--- src/sv/assert_macros.svh ---
// ----------------------------------------------------------------------------
// assert_macros.svh
// assertion helpers shared by the odometry rtl
// ----------------------------------------------------------------------------
`ifndef ASSERT_MACROS_SVH
`define ASSERT_MACROS_SVH
`ifndef SYNTHESIS
`define ASSERT_AT(lbl, clk, rstn, prop, msg) \
  lbl: assert property (@(posedge clk) disable iff (!rstn) prop) else $error(msg);
`define ASSERT_STD(lbl, prop, msg) `ASSERT_AT(lbl, clk_i, rst_ni, prop, msg)
`else
`define ASSERT_AT(lbl, clk, rstn, prop, msg)
`define ASSERT_STD(lbl, prop, msg)
`endif
`endif

--- src/sv/ofo_pkg.sv ---
// ----------------------------------------------------------------------------
// ofo_pkg
// widths, register indexes and the arctangent table of the odometry block
// ----------------------------------------------------------------------------
package ofo_pkg;

  localparam int DMAG_W = 40;
  localparam int CW     = 44;
  localparam int ZW     = 34;
  localparam int MA_W   = 33;
  localparam int MB_W   = 25;
  localparam int MP_W   = 58;
  localparam int EL_W   = 16;

  localparam logic [1:0] CFG_SCALE_GAIN   = 2'd0;
  localparam logic [1:0] CFG_MIN_QUALITY  = 2'd1;
  localparam logic [1:0] CFG_FILTER_ALPHA = 2'd2;
  localparam logic [1:0] CFG_MOVE_THR     = 2'd3;

  localparam logic [15:0] INV_GAIN = 16'd39797;

  function automatic logic signed [ZW-1:0] atan_lut(input logic [4:0] idx);
    logic signed [ZW-1:0] r;
    case (idx)
      5'd0:  r = 34'sd536870912;
      5'd1:  r = 34'sd316933406;
      5'd2:  r = 34'sd167458907;
      5'd3:  r = 34'sd85004756;
      5'd4:  r = 34'sd42667331;
      5'd5:  r = 34'sd21354465;
      5'd6:  r = 34'sd10679838;
      5'd7:  r = 34'sd5340245;
      5'd8:  r = 34'sd2670163;
      5'd9:  r = 34'sd1335087;
      5'd10: r = 34'sd667544;
      5'd11: r = 34'sd333772;
      5'd12: r = 34'sd166886;
      5'd13: r = 34'sd83443;
      5'd14: r = 34'sd41722;
      5'd15: r = 34'sd20861;
      5'd16: r = 34'sd10430;
      5'd17: r = 34'sd5215;
      5'd18: r = 34'sd2608;
      5'd19: r = 34'sd1304;
      5'd20: r = 34'sd652;
      5'd21: r = 34'sd326;
      5'd22: r = 34'sd163;
      5'd23: r = 34'sd81;
      default: r = '0;
    endcase
    return r;
  endfunction

endpackage

--- src/sv/ofo_mul.sv ---
// ----------------------------------------------------------------------------
// ofo_mul
// shared signed multiplier with a registered product
// ----------------------------------------------------------------------------
module ofo_mul (
  input  logic                           clk_i,
  input  logic signed [ofo_pkg::MA_W-1:0] a_i,
  input  logic signed [ofo_pkg::MB_W-1:0] b_i,
  output logic signed [ofo_pkg::MP_W-1:0] p_o
);
  import ofo_pkg::*;

  always_ff @(posedge clk_i) begin
    p_o <= MP_W'(a_i * b_i);
  end

endmodule

--- config.mk ---
export PLATFORM = sky130hd
export DESIGN_NAME = ofo_mul
export DESIGN_NICKNAME = d
export VERILOG_FILES = /design/src/sv/assert_macros.svh /design/src/sv/ofo_pkg.sv /design/src/sv/ofo_mul.sv
export SDC_FILE = /design/constraint.sdc
export NUM_CORES = 2
export LEC_CHECK = 0
export BUFFER_PORTS_ARGS = -buffer_cell sky130_fd_sc_hd__buf_4
export CORE_ASPECT_RATIO = 1.75
export CORE_MARGIN = 1.5
export CORE_UTILIZATION = 45
export DETAILED_ROUTE_END_ITERATION = 12
export PLACE_DENSITY = 0.67
export SYNTH_ARGS = -nofsm -noshare
export SYNTH_HDL_FRONTEND = slang
export SYNTH_SLANG_ARGS = --single-unit
--- constraint.sdc ---
create_clock -name clk_i -period 8.94 [get_ports clk_i]
set_input_delay 0.447 -clock clk_i [delete_from_list [all_inputs] [get_ports clk_i]]
set_output_delay 0.447 -clock clk_i [all_outputs]
set_load 0.005 [all_outputs]
Yosys cells after proc, flatten, opt, wreduce, memory -nomap -nowiden
Cells that the tools add are included.
{"block": "word_totals", "reg_bits": 58, "output_inout_bits": 58}
{"block": "classes", "n_mul": 1}
{"cell": "multiplier 33 x 25 -> 58 bit", "n": 1}

Logic depth before layout (Yosys ltp)
{"block": "logic_depth", "ltp_word": 1, "depth_mapped": 27}

Worst setup path before layout
Ideal clock, no wire load.
{"block": "synth_path", "path_kind": "input port to flip-flop", "from": "input a_i[32] (netlist bit)", "to": "register p_o[57] (netlist bit)", "t_required_ns": 8.797, "setup_time_ns": 0.143, "setup_slack_ns": 2.098, "n_path_buf": 2, "arrival_ns": 6.699, "path_stages": 21, "cell_sequence": "clkbuf_1 -> nand2_1 -> inv_1 -> fa_1 -> fa_1 -> inv_1 -> fa_1 -> inv_1 -> fa_1 -> fa_1 -> fa_1 -> fa_1 -> ha_1 -> clkbuf_8 -> a21o_1 -> a21o_1 -> a21o_1 -> a21o_1 -> and3_1 -> a21oi_1 -> o211ai_1"}
{"block": "synth_via", "elab_chain_cells": 1}
{"item": "start, declared", "line": "ofo_mul.sv:7", "text": "input logic signed [ofo_pkg::MA_W-1:0] a_i,"}
{"item": "multiplier 33 x 25 -> 58 bit", "line": "ofo_mul.sv:14", "text": "p_o <= MP_W'(a_i * b_i);"}
{"item": "end signal, assigned", "line": "ofo_mul.sv:14"}
{"item": "end, declared", "line": "ofo_mul.sv:9", "text": "output logic signed [ofo_pkg::MP_W-1:0] p_o"}
No other way between the ends.

Final worst setup path
{"block": "layout_path", "from": "input b_i[24] (netlist bit)", "to": "register p_o[57] (netlist bit)"}
{"block": "layout_via", "elab_chain_cells": 1}
{"item": "start, declared", "line": "ofo_mul.sv:8", "text": "input logic signed [ofo_pkg::MB_W-1:0] b_i,"}
{"item": "multiplier 33 x 25 -> 58 bit", "line": "ofo_mul.sv:14"}
No other way between the ends.

==> flow_metrics.tcl <==
set metrics [dict create \
    drc 0 \
    synthesis.nets 4266 \
    layout-drive-gt1-share_pct 4.681 \
    arrival_ns 7.70 \
    synthSimpleGateAreaFrac_pct 15.78 \
    largest-register "p_o" \
    clkTransAtPathRegs_ns 0.06 \
    worst-slew-pin-transition_ns 0.9829 \
    antenna_found_initial 1 \
    cp.required_ns 9.17 \
    layout_commonest_cell "fa_1" \
    cts_tree "built" \
    synth_seq_area_share_pct 3.844 \
    ys_types 60 \
    drt-total-wl_um 88550 \
    num_vias 21732 \
    synth_top_family_by_area "adder cells" \
    num_rows 125 \
    firstDrtPassIters 5 \
    cts.path.max_buffers 2 \
    status "finished, final reports clean" \
    diodes 0 \
    hold_viol 0 \
    synthesis.area_um2 30200 \
    synthCells 3208 \
    final_antenna_net_count 0 \
    grt_pass1_vias 24677 \
    wl_per_cell_um 21.75 \
    holdWs_ns 0.5266 \
    synth_edf_count 0 \
    cp_max_fo 26 \
    synth_compound_area_share_pct 4.424 \
    synth_fa_ha_area_share_pct 62.31 \
    dieArea_um2 68740 \
    grt_max_degree 34 \
    reg.largest.list "p_o: 58 flops" \
    yosysTopAreaCellShare_pct 55.81 \
    die_y_um 345.7 \
    fmax_ghz 0.1337 \
    criticalPathCategory "in -> reg" \
    syn2layout_area_growth_pct 5.555 \
    grt_pass1_wl_um 137300 \
    min_period_ns 7.477 \
    hold_class "in -> reg" \
    synth_flop_cell "dfxtp_1" \
    dp_hpwl_um 71410 \
    synth_top_area_cell "fa_1" \
    muxShareOfSynthArea_pct 0 \
    die_w_um 198.8 \
    gp_congestion 0.9022 \
    cts_resized 0 \
    period_share_pct 83.64 \
    drt_iter0_markers 973 \
    ctsHoldBuffers 0 \
    cts_sinks 58 \
    htreeDepth 3 \
    slew-limit-headroom_pct 34.28 \
    setup_violations 0 \
    fillCellCount 6336 \
    ys_async_sr_fraction_pct 0 \
    rsz0062_at_grt "false" \
    final.setup.tns_ns 0 \
    drv_slew 0 \
    final_cell_mix "fa_1 (842), inv_1 (785), nand2_1 (416)" \
    cts_root_buffer "clkbuf_16" \
    core_um2 66470 \
    avgSynthCellArea_um2 9.415 \
    io_buffers 116 \
    crit_path_start_kind "input pin" \
    cp-end-kind "flip-flop" \
    yosys_warnings 0 \
    synth_xor_area_share_pct 1.711 \
    gr-total-overflow 0 \
    max-cap-violations 0 \
    num-nets-final 4236 \
    synth_area_leaders "fa_1 (56%), inv_1 (9.8%), and2_1 (8.5%)" \
    largest_reg_flops 58 \
    initial_utilization_pct 45.44 \
    numCtsBuffers 9 \
    viasPerCell 5.337 \
    post-cts-setup-buffer-count 0 \
    ioPinCount 117 \
    synth-seq-cells 58 \
    grtUsageTotal_pct 27.22 \
]
[per-layer routing]
layer | GRT usage [%] | vias up | wire (um)
li1 | - | 9135 | -
met1 | 25.12 | 11359 | 25470
met2 | 49.67 | 830 | 48030
met3 | 4.330 | 408 | 4689
met4 | 25.66 | 0 | 10360
met5 | 0 | - | 0
[path summary, 6_finish.rpt]
kind / from / to / slack, ns / cells after the start
min: a_i[0] / p_o[0] / 0.53 / 2
max: b_i[24] / p_o[57] / 1.46 / 22
[through the flow]
step / setup WS, ns / cells / instance area [um^2] / util, %
2_1_floorplan: 2.098 / 3208 / 30200 / -
3_3_place_gp: 1.448 / 4056 / 31540 / 47.45
3_5_place_dp: 1.271 / 4056 / 31540 / 47.45
4_1_cts: 1.666 / 4072 / 31880 / 47.96
5_1_grt: 1.148 / 4072 / 31880 / 47.96
6_report: 1.463 / 4072 / 31880 / 47.96
[synthesized netlist by cell type, drive strengths merged, types with 32 or more instances]
cell type / number
ha: 157
dfxtp: 58
nand2: 416
a21oi: 51
nor2: 57
xnor2: 44
fa: 842
inv: 785
o21ai: 32
and2: 410
a21o: 36
clkbuf: 153
[critical path, cell delays in order]
cell and delay (ns):
buf_4 0.21, clkinv_1 0.78, nor2_1 0.35, fa_1 0.46, fa_1 0.52, fa_1 0.44
fa_1 0.51, fa_1 0.43, fa_1 0.50, inv_1 0.05, fa_1 0.67, inv_1 0.08
ha_1 0.38, a21oi_1 0.24, o21bai_1 0.09, a21o_1 0.23, nor3b_1 0.25, nand4_1 0.13
o21ai_1 0.29, o221ai_1 0.25, a21oi_1 0.27, o211ai_1 0.12
[layout make-up]
class                           count  area, um^2  share of cell area, %
Multi-Input combinational cell   2206       25440                  79.80
Clock inverter                      4       72.57                 0.2276
Inverter                          786        2950                  9.254
Tap cell                          889        1112                  3.489
Sequential cell                    58        1161                  3.642
Clock buffer                       12       266.5                 0.8359
Timing Repair Buffer              117       878.3                  2.755
[cells by family (layout without fill, tap and decap cells)]
kind of cell,Yosys count,after routing
DFF,58,58
AOI/OAI and AO/OA,194,194
adders and majority gates,999,999
and+or+nand+nor,954,954
buffers and inverters,944,919
xor gates and xnor gates,59,59
Power is left out: the tool's default activity adds up to more than one toggle a clock period on the data nets, which glitch-free logic cannot reach.
