`config.mk`:
```
export PLATFORM = sky130hd
export DESIGN_NAME = ofo_div
export DESIGN_NICKNAME = d
export VERILOG_FILES = /design/src/sv/assert_macros.svh /design/src/sv/ofo_pkg.sv /design/src/sv/ofo_div.sv
export SDC_FILE = /design/constraint.sdc
export NUM_CORES = 1
export LEC_CHECK = 0
export BUFFER_PORTS_ARGS = -buffer_cell sky130_fd_sc_hd__buf_4
export CORE_MARGIN = 2
export CORE_UTILIZATION = 35
export CTS_BUF_LIST = sky130_fd_sc_hd__clkbuf_4 sky130_fd_sc_hd__clkbuf_8
export CTS_CLUSTER_DIAMETER = 200
export DETAILED_ROUTE_END_ITERATION = 8
export GPL_TIMING_DRIVEN = 0
export SYNTH_ARGS = -nofsm -noshare
export SYNTH_HDL_FRONTEND = slang
export SYNTH_SLANG_ARGS = --single-unit
```
`constraint.sdc`:
```
create_clock -name clk_i -period 2.5 [get_ports clk_i]
set_input_delay 0.125 -clock clk_i [delete_from_list [all_inputs] [get_ports clk_i]]
set_output_delay 0.125 -clock clk_i [all_outputs]
set_load 0.02 [all_outputs]
```
`src/sv/assert_macros.svh`:
```
// ----------------------------------------------------------------------------
// assert_macros.svh
// assertion helpers shared by the odometry rtl
// ----------------------------------------------------------------------------
`ifndef ASSERT_MACROS_SVH
`define ASSERT_MACROS_SVH
`ifndef SYNTHESIS
`define ASSERT_AT(lbl, clk, rstn, prop, msg) \
  lbl: assert property (@(posedge clk) disable iff (!rstn) prop) else $error(msg);
`define ASSERT_STD(lbl, prop, msg) `ASSERT_AT(lbl, clk_i, rst_ni, prop, msg)
`else
`define ASSERT_AT(lbl, clk, rstn, prop, msg)
`define ASSERT_STD(lbl, prop, msg)
`endif
`endif

```
`src/sv/ofo_pkg.sv`:
```
// ----------------------------------------------------------------------------
// ofo_pkg
// widths, register indexes and the arctangent table of the odometry block
// ----------------------------------------------------------------------------
package ofo_pkg;

  localparam int DMAG_W = 40;
  localparam int CW     = 44;
  localparam int ZW     = 34;
  localparam int MA_W   = 33;
  localparam int MB_W   = 25;
  localparam int MP_W   = 58;
  localparam int EL_W   = 16;

  localparam logic [1:0] CFG_SCALE_GAIN   = 2'd0;
  localparam logic [1:0] CFG_MIN_QUALITY  = 2'd1;
  localparam logic [1:0] CFG_FILTER_ALPHA = 2'd2;
  localparam logic [1:0] CFG_MOVE_THR     = 2'd3;

  localparam logic [15:0] INV_GAIN = 16'd39797;

  function automatic logic signed [ZW-1:0] atan_lut(input logic [4:0] idx);
    logic signed [ZW-1:0] r;
    case (idx)
      5'd0:  r = 34'sd536870912;
      5'd1:  r = 34'sd316933406;
      5'd2:  r = 34'sd167458907;
      5'd3:  r = 34'sd85004756;
      5'd4:  r = 34'sd42667331;
      5'd5:  r = 34'sd21354465;
      5'd6:  r = 34'sd10679838;
      5'd7:  r = 34'sd5340245;
      5'd8:  r = 34'sd2670163;
      5'd9:  r = 34'sd1335087;
      5'd10: r = 34'sd667544;
      5'd11: r = 34'sd333772;
      5'd12: r = 34'sd166886;
      5'd13: r = 34'sd83443;
      5'd14: r = 34'sd41722;
      5'd15: r = 34'sd20861;
      5'd16: r = 34'sd10430;
      5'd17: r = 34'sd5215;
      5'd18: r = 34'sd2608;
      5'd19: r = 34'sd1304;
      5'd20: r = 34'sd652;
      5'd21: r = 34'sd326;
      5'd22: r = 34'sd163;
      5'd23: r = 34'sd81;
      default: r = '0;
    endcase
    return r;
  endfunction

endpackage

```
`src/sv/ofo_div.sv`:
```
// ----------------------------------------------------------------------------
// ofo_div
// restoring divider, one quotient bit per cycle
// ----------------------------------------------------------------------------
module ofo_div (
  input  logic                        clk_i,
  input  logic                        rst_ni,
  input  logic                        start_i,
  input  logic [ofo_pkg::DMAG_W-1:0]  dividend_i,
  input  logic [ofo_pkg::EL_W-1:0]    divisor_i,
  output logic                        done_o,
  output logic [ofo_pkg::DMAG_W-1:0]  quot_o
);
  import ofo_pkg::*;

  logic              busy_q;
  logic [5:0]        cnt_q;
  logic [EL_W-1:0]   div_q;
  logic [EL_W-1:0]   rem_q;
  logic [DMAG_W-1:0] quo_q;
  logic [EL_W:0]     rem_sh;
  logic              fits;

  assign rem_sh = {rem_q, quo_q[DMAG_W-1]};
  assign fits   = rem_sh >= {1'b0, div_q};
  assign quot_o = quo_q;

  always_ff @(posedge clk_i or negedge rst_ni) begin
    if (!rst_ni) begin
      busy_q <= 1'b0;
      done_o <= 1'b0;
      cnt_q  <= '0;
    end else begin
      done_o <= 1'b0;
      if (start_i) begin
        busy_q <= 1'b1;
        cnt_q  <= '0;
      end else if (busy_q) begin
        cnt_q <= cnt_q + 6'd1;
        if (cnt_q == 6'(DMAG_W - 1)) begin
          busy_q <= 1'b0;
          done_o <= 1'b1;
        end
      end
    end
  end

  always_ff @(posedge clk_i) begin
    if (start_i) begin
      div_q <= divisor_i;
      rem_q <= '0;
      quo_q <= dividend_i;
    end else if (busy_q) begin
      rem_q <= fits ? EL_W'(rem_sh - {1'b0, div_q}) : rem_sh[EL_W-1:0];
      quo_q <= {quo_q[DMAG_W-2:0], fits};
    end
  end

endmodule

```
# Word level (Yosys, flattened, before mapping)
# Index checks and enable logic that the tools add are counted.
classes:
  add_sub_neg: 2
  magnitude_cmp: 1
  n_eq_ne: 1
  mux: 11
  n_reduce_logical: 1
ops:
  columns: ["cell", "count"]
  rows:
  - ["two-way mux 40 bit", 2]
  - ["greater-or-equal comparator 17 x 16 -> 1 bit", 1]
  - ["two-way mux 16 bit", 1]
  - ["subtractor 16 bit", 1]
  - ["two-way mux 6 bit", 2]
  - ["adder 6 x 1 -> 6 bit (second input constant)", 1]
  - ["equality test 6 bit (second input constant)", 1]
  - ["two-way mux 1 bit", 6]
  - ["nonzero test 2 bit", 1]
totals:
  ff_bits: 80
  in_bits: 59

# Logic depth before layout (Yosys ltp)
# Gate-level depths: netlist of run 1.
depth:
  word_depth: 4
  mapped_depth: 11
  ltp_nobuf: 9

# Worst setup path before layout of run 1
# No wires, ideal clock.
synth_path:
  path_type: "register to register"
  startpoint: "register quo_q[39] (netlist: quot_o[39])"
  endpoint: "register rem_q[12]"
  setup_ps: 149
  arrival_ps: 2150
  path_slack_ps: 201
  stages_incl_launch_ff: 10
  path_buffers: 0
  period_less_slack_ps: 2299
  path_cell_list: "edfxtp_1 -> inv_1 -> ha_1 -> fa_1 -> nor2b_1 -> o21a_1 -> a21oi_1 -> o211a_1 -> o311ai_0 -> o311ai_0"
synth_via:
  elab_chain_len: 2
  word_cells_on_any_way: 3
  classes_between: "add/sub (1); order compare (1); mux (1)"
synth_lines:
  columns: ["element", "line", "text"]
  rows:
  - ["start: declaration", "ofo_div.sv:20", "logic [DMAG_W-1:0] quo_q;"]
  - ["start signal: assignment", "ofo_div.sv:52", "quo_q <= dividend_i;"]
  - ["start signal: assignment", "ofo_div.sv:55", "quo_q <= {quo_q[DMAG_W-2:0], fits};"]
  - ["subtractor 16 bit or greater-or-equal comparator 17 x 16 -> 1 bit (tied branches)", "ofo_div.sv:54, ofo_div.sv:25", null]
  - ["two-way mux 16 bit (*)", "ofo_div.sv:54", "rem_q <= fits ? EL_W'(rem_sh - {1'b0, div_q}) : rem_sh[EL_W-1:0];"]
  - ["end signal: assignment", "ofo_div.sv:54", null]
  - ["end: declaration", "ofo_div.sv:19", "logic [EL_W-1:0] rem_q;"]
# Mark *: on every way between the ends. The rest lies on a longest branch, timed or not.
# A chain may end at the register's enable or synchronous reset.

# Worst setup path in the final report of run 1
layout_path:
  startpoint: "register div_q[7]"
  endpoint: "register rem_q[7]"
layout_via:
  elab_chain_len: 2
  word_cells_on_any_way: 3
  classes_between: "add/sub (1); order compare (1); mux (1)"
layout_lines:
  columns: ["element", "line", "text"]
  rows:
  - ["start: declaration", "ofo_div.sv:18", "logic [EL_W-1:0] div_q;"]
  - ["start signal: assignment", "ofo_div.sv:50", "div_q <= divisor_i;"]
  - ["subtractor 16 bit or greater-or-equal comparator 17 x 16 -> 1 bit (tied branches)", "ofo_div.sv:54, ofo_div.sv:25", null]
  - ["two-way mux 16 bit (*)", "ofo_div.sv:54", null]
# Marks and branches as above.

==> results.toml, run 1 <==
[worst_setup_path]
highest_cell_delay_on_the_worst_timing_path_ns = 0.48
timing.critical_path.slowest_stage_cell = "or3_4"
critical-path-top-cell-by-count = "buf_6"
critical_path_arrival_ns = 2.75
cp-start-kind = "flip-flop"
critical_path_buf_inv_count = 4
critPathCaptureType = "flip-flop"
cp_max_fo = 7
criticalPathCategory = "reg2reg"
crit_path_cell_trace = "inv_2, ha_4, buf_6, nand4_1, or3_4, o211ai_4, o31a_1, buf_6, buf_6, o311ai_2, a311oi_1"
critical-path-top-delay-family = "compound AO/OA/AOI/OAI gates"
required_ns = 2.77

[placement]
postPlaceCellArea_mm2 = 0.005186
gpl.final_weighted_congestion = 0.8570
dp.final_hpwl_mm = 7.320
place_ws_ns = -0.2336
port-buffer-count = 99
placedCellCount = 608

[cts]
cts_sink_count = 80
clock_transition_at_the_register_clock_pins_on_the_worst_setup_and_hold_paths_after_cts_ns = 0.10
cts_buffers = 9
cts_root_buf = "clkbuf_8"
clock_path_buffers = 2
cts.htree.levels = 3
tritoncts_clock_tree = "yes"
clk_latency_worst_skew_pair_ns = 0.36

[sta]
unrepaired_setup_endpoints_after_global_routing = "true"
max_slew_margin_pct = 51.76
timing_hold_violations_final = 0
setup_slack_ns = 0.02008
max_freq_ghz = 0.4032
tns_setup_ns = 0
finalClockSkew_ns = 0.01125
final_max_slew_viol_count = 0
timing_worst_slew_pin_value_ns = 0.7236
final_min_period_ns = 2.480
setup_violations = 0
timing.final.crit_share_pct = 99.20

[cells_and_area]
design_area_mm2 = 0.005924
fin_cells = 661
area.growth.synth_to_final_pct = 39.10
drive_gt1_share_pct = 41.05
insertedDiodeCount = 0
nets = 586
final_core_util_pct = 49.53

[grt]
grt_max_degree = 41
wire_length_of_the_first_global_routing_pass_mm = 16.26
first_global_vias = 3210
antenna_violations_before_repair = 0
grtUsageTotal_pct = 15.94
gr-total-overflow = 0

[routing]
remaining_drc_errors = 0
detail_route.vias_per_cell = 5.129
drt_iter0_markers = 237
ant_nets = 0
vias = 3390
wl_per_cell_um = 16.35
dr.pass1.iters = 4
route.final.wire_length_mm = 10.81

[floorplanning]
num_io_pins = 100
start_util_pct = 35.61
placementRows = 40
die_x_um = 114.3
core_mm2 = 0.01196
chipHeight_um = 114.3
die_outline_area_mm2 = 0.01307

[min_path]
worst_hold_path_type = "in2reg"

[run]
maxCapViolCount = 0

[synth]
synth_async_sr_flop_share_pct = 10.00
synth.cell_area_mm2 = 0.004259
count_of_flip_flops_with_a_built_in_enable_after_synthesis = 56
postSynthCellCount = 362
ys_types = 65
syn_avg_cell_area_um2 = 11.77
ys_ff_latch = 80
postSynthNetCount = 439
yosys_most_used_dff = "edfxtp_1"
synth_sequential_area_ratio_pct = 51.70
yosys_warnings = 0

[power]
worst_ir_drop_vdd_mv = 0.3592
power.density_cell_area_mw_per_mm2 = 572.4
static-leakage-power_uw = 0.002503

[outcome]
run_status = "finished, final reports clean"
==> placed cells by master (no fill, tap or decap), types with 4 or more instances in the layout <==
master / count
a21oi_1: 11
nor3_1: 5
a311oi_1: 4
o21a_1: 5
nand4_1: 4
a311oi_2: 4
nand3_1: 5
nor3b_1: 5
nor2_1: 24
dfrtp_1: 8
dlygate4sd3_1: 17
a21o_1: 4
xnor2_1: 6
buf_4: 117
clkbuf_8: 9
edfxtp_1: 56
buf_6: 5
dfxtp_1: 16
and2_1: 4
xor2_1: 5
nand2_1: 25
ha_1: 14
o21ai_0: 11
inv_1: 19
clkbuf_1: 10
mux2_2: 39
==> cells in the mapped netlist (all sizes together) (4+ instances only) <==
cell type,number,area (um^2)
a21o,5,37.54
a21oi,17,100.1
a311oi,8,88.83
and2,4,25.02
buf,7,58.80
clkbuf,11,41.29
dfrtp,8,200.2
dfxtp,16,320.3
edfxtp,56,1682
ha,17,212.7
inv,21,78.83
mux2,39,439.2
nand2,27,106.4
nand3,5,25.02
nand4,4,25.02
nor2,24,90.09
nor3,5,25.02
nor3b,5,37.54
o21a,6,45.04
o21ai,11,55.05
o311ai,5,43.79
xnor2,6,52.55
xor2,5,43.79
==> layer usage <==
| layer | wire [um] | global-route usage (%) | up-vias |
|---|---|---|---|
| met5 | 0 | 0 | - |
| met3 | 606 | 4.817 | 12 |
| met2 | 5103 | 24.56 | 83 |
| li1 | - | - | 1651 |
| met1 | 4972 | 21.96 | 1644 |
| met4 | 125 | 4.146 | 0 |
==> state kept, by name (all words and copies together), names as in the netlist <==
name,cells
quot_o,40
div_q,16
rem_q,16
cnt_q,6
busy_q,1
done_o,1
==> kinds of logic (layout without fill, tap and decap cells) <==
group / count (synthesis) / after routing / share of synthesized area [%]
xor+xnor: 11 / 11 / 2.262
buf+inv: 40 / 192 / 4.289
flops: 80 / 80 / 51.70
simple gates: 95 / 95 / 11.40
mux: 42 / 42 / 11.02
compound gates: 76 / 76 / 13.87
fa+ha+maj: 18 / 18 / 5.464
==> through the flow <==
stage | power (uW) | hold slack, ns
finish | 3391 | 0.05440
global route | 3522 | 0.03715
CTS | 3380 | 0.04237
detailed placement | 2166 | -0.04800
global placement | 2156 | -0.04840
floorplan | 1919 | -0.1706
==> worst paths after layout <==
check | start | endpoint | slack, ns | cells after the start
worst max-delay path | div_q[7] | rem_q[7] | 0.02 | 11
worst min-delay path | dividend_i[17] | quot_o[17] | 0.05 | 2
worst max register to register | div_q[7] | rem_q[7] | 0.02 | 11
worst min register to register | rem_q[4] | rem_q[4] | 0.52 | 2
max in group asynchronous | rst_ni | cnt_q[5] | 2.25 | 2
min in group asynchronous | rst_ni | done_o | 0.12 | 2
==> timing repair <==
item / CTS / global route
setup buffers: 2 / 16
gates cloned: 0 / 2
hold endpoints to repair: 24 / 0
gates resized for setup: 2 / 36
endpoints found under the setup margin: 16 / 16
pin swaps: 1 / 14
hold buffers: 17 / 0
==> cell type report <==
| type | count | area (um^2) |
|---|---|---|
| fillers | 1073 | 6037 |
| repair buffers | 136 | 1085 |
| well taps | 147 | 183.9 |
| flip-flops and latches | 80 | 2202 |
| clock inverters | 6 | 115.1 |
| plain buffers | 18 | 115.1 |
| clock buffers | 10 | 131.4 |
| multi-input cells | 242 | 2008 |
| inverters | 22 | 83.83 |
==> power by group <==
part           leakage (uW)  total [uW]  internal (uW)  switching [uW]
combinational       0.00157         614            313             301
sequential         0.000816        1580           1530            51.6
clock              0.000121        1200            682             514
total               0.00250        3390           2520             866
==> worst register-to-register path, cell delays in order (launching register included) <==
cell and delay (ns):
edfxtp_1 0.35, inv_2 0.05, ha_4 0.26, buf_6 0.11, nand4_1 0.17, or3_4 0.48
o211ai_4 0.18, o31a_1 0.17, buf_6 0.15, buf_6 0.13, o311ai_2 0.09, a311oi_1 0.25
Note: power is estimated with default switching activity, not from simulation.
==> run 2: changes to the inputs <==
CORE_UTILIZATION = 43   (was 35)
PLACE_DENSITY = 0.66   (was not set)
==> run 2 against run 1 <==
Against the previous run:
- first-iteration DRC count fell by 26%
- register-to-register slack better by 0.02 ns
- die area decreased by 18%
- power fell by 5.7%
- core utilization grew 10 points
- hold slack worse by 0.0091 ns
- final area shrank 2.5%
- wire length shrank 6.2%
- clock skew decreased by 0.0034 ns
- critical endpoint is now rem_q[9]
- largest power group unchanged
==> results.toml, run 2 (synthesis gave the netlist of run 1 again) <==
[cts]
clock_path_buffers = 2
cts_root_buf = "clkbuf_8"
cts_buffers = 9
tritoncts_clock_tree = "yes"
clock_transition_at_the_register_clock_pins_on_the_worst_setup_and_hold_paths_after_cts_ns = 0.08
cts.htree.levels = 3
clk_latency_worst_skew_pair_ns = 0.36
cts_sink_count = 80

[floorplanning]
chipHeight_um = 103.5
num_io_pins = 100
core_mm2 = 0.009684
placementRows = 36
die_outline_area_mm2 = 0.01072
start_util_pct = 43.98
die_x_um = 103.5

[placement]
postPlaceCellArea_mm2 = 0.005169
port-buffer-count = 99
gpl.final_weighted_congestion = 0.8482
dp.final_hpwl_mm = 7.072

[cells_and_area]
insertedDiodeCount = 0
final_cell_mix = "108 x buf_4, 56 x edfxtp_1, 39 x mux2_2"
area.growth.synth_to_final_pct = 35.63
mostFrequentLayoutCell = "buf_4"
drive_gt1_share_pct = 40.08
largest_register_ffs = 40
design_area_mm2 = 0.005777
nets = 576

[grt]
grt_max_degree = 41
antenna_violations_before_repair = 0
wire_length_of_the_first_global_routing_pass_mm = 16.37
first_global_vias = 3251
grtUsageTotal_pct = 19.17
gr-total-overflow = 0

[worst_setup_path]
crit_path_cell_trace = "inv_2, ha_4, buf_6, nand4_1, or3_4, a21oi_4, o31a_1, buf_6, buf_12, nand2_2, a311oi_2"
criticalPathCategory = "reg2reg"
critical-path-top-cell-by-count = "buf_6"
highest_cell_delay_on_the_worst_timing_path_ns = 0.40
required_ns = 2.77
critPathCaptureType = "flip-flop"
critical_path_buf_inv_count = 4
critical_path.startpoint = "div_q[7]"
regToRegStartpoint = "div_q[7]"
critical-path-top-delay-family = "compound AO/OA/AOI/OAI gates"
cp-start-kind = "flip-flop"
timing.critical_path.slowest_stage_cell = "or3_4"
critical_path_arrival_ns = 2.73
cp_max_fo = 6

[sta]
finalClockSkew_ns = 0.007870
timing_worst_slew_pin_value_ns = 0.8494
finalHoldWorstSlack_ns = 0.04525
final_min_period_ns = 2.456
timing.final.crit_share_pct = 98.24
final_max_slew_viol_count = 0
max_slew_margin_pct = 43.29
setup_violations = 0
max_freq_ghz = 0.4071
timing_hold_violations_final = 0

[run]
maxCapViolCount = 0

[routing]
detail_route.vias_per_cell = 5.240
wl_per_cell_um = 15.91
drt_iter0_markers = 175
ant_nets = 0
dr.pass1.iters = 5
vias = 3338
remaining_drc_errors = 0
route.final.wire_length_mm = 10.14

[min_path]
hold_path_startpoint = "dividend_i[0]"
worst_hold_path_type = "in2reg"

[power]
worst_ir_drop_vdd_mv = 0.3211
static-leakage-power_uw = 0.002418
power.density_cell_area_mw_per_mm2 = 553.4

[outcome]
run_status = "finished, final reports clean"
[run 2: worst paths after layout]
check                                  to  slack, ns  cells after the start
worst min register to register  rem_q[13]       0.52                      2
min in group asynchronous        cnt_q[0]       0.11                      2
worst max register to register   rem_q[9]       0.04                     11
worst max-delay path             rem_q[9]       0.04                     11
max in group asynchronous        cnt_q[3]       2.26                      2
worst min-delay path            quot_o[0]       0.05                      3
[run 2: what timing repair did]
action                                 CTS  global route
cloned                                   0             2
resized for setup                        5            25
pin swaps                                1             9
endpoints found under the hold margin   24             0
hold buffers                            17             0
setup endpoints to repair               14            17
buffers inserted                         2             6
[run 2: worst register-to-register path, stage by stage, from the launching register on]
cell and delay, ns:
edfxtp_1 0.36, inv_2 0.05, ha_4 0.25, buf_6 0.11
nand4_1 0.15, or3_4 0.40, a21oi_4 0.23, o31a_1 0.23
buf_6 0.17, buf_12 0.13, nand2_2 0.05, a311oi_2 0.25
[run 2: power by group]
part	switching (uW)	total [uW]	leakage (uW)	internal (uW)
clock network	498	1010	0.000104	508
registers	50.3	1580	0.000816	1530
logic	299	611	0.00150	313
total	847	3200	0.00242	2350
[run 2: area by class of cell]
cell class | count | area (um^2)
clock inverters | 5 | 61.31
clock buffers | 11 | 145.1
fillers | 831 | 3908
plain buffers | 18 | 110.1
inverters | 22 | 82.58
well taps | 133 | 166.4
flip-flops and latches | 80 | 2202
repair buffers | 126 | 1003
multi-input cells | 242 | 2006
[run 2: routing by layer]
metal	vias up	routed length (um)	track usage, %
met4	0	242	8.398
li1	1640	-	-
met5	-	0	0
met2	95	5001	32.31
met1	1584	4456	24.15
met3	19	435	3.524
[run 2: per-stage QoR]
stage	utilization (%)	worst slack (ns)	setup TNS [ns]	std cells	total power (uW)
2_1_floorplan	-	0.2005	0	362	1919
3_3_place_gp	53.37	-0.6495	-26.48	594	2151
3_5_place_dp	53.37	-0.1856	-6.381	594	2163
4_1_cts	57.49	0.03870	0	629	3207
5_1_grt	59.65	-0.007917	-0.01084	637	3332
6_report	59.65	0.04389	0	637	3197
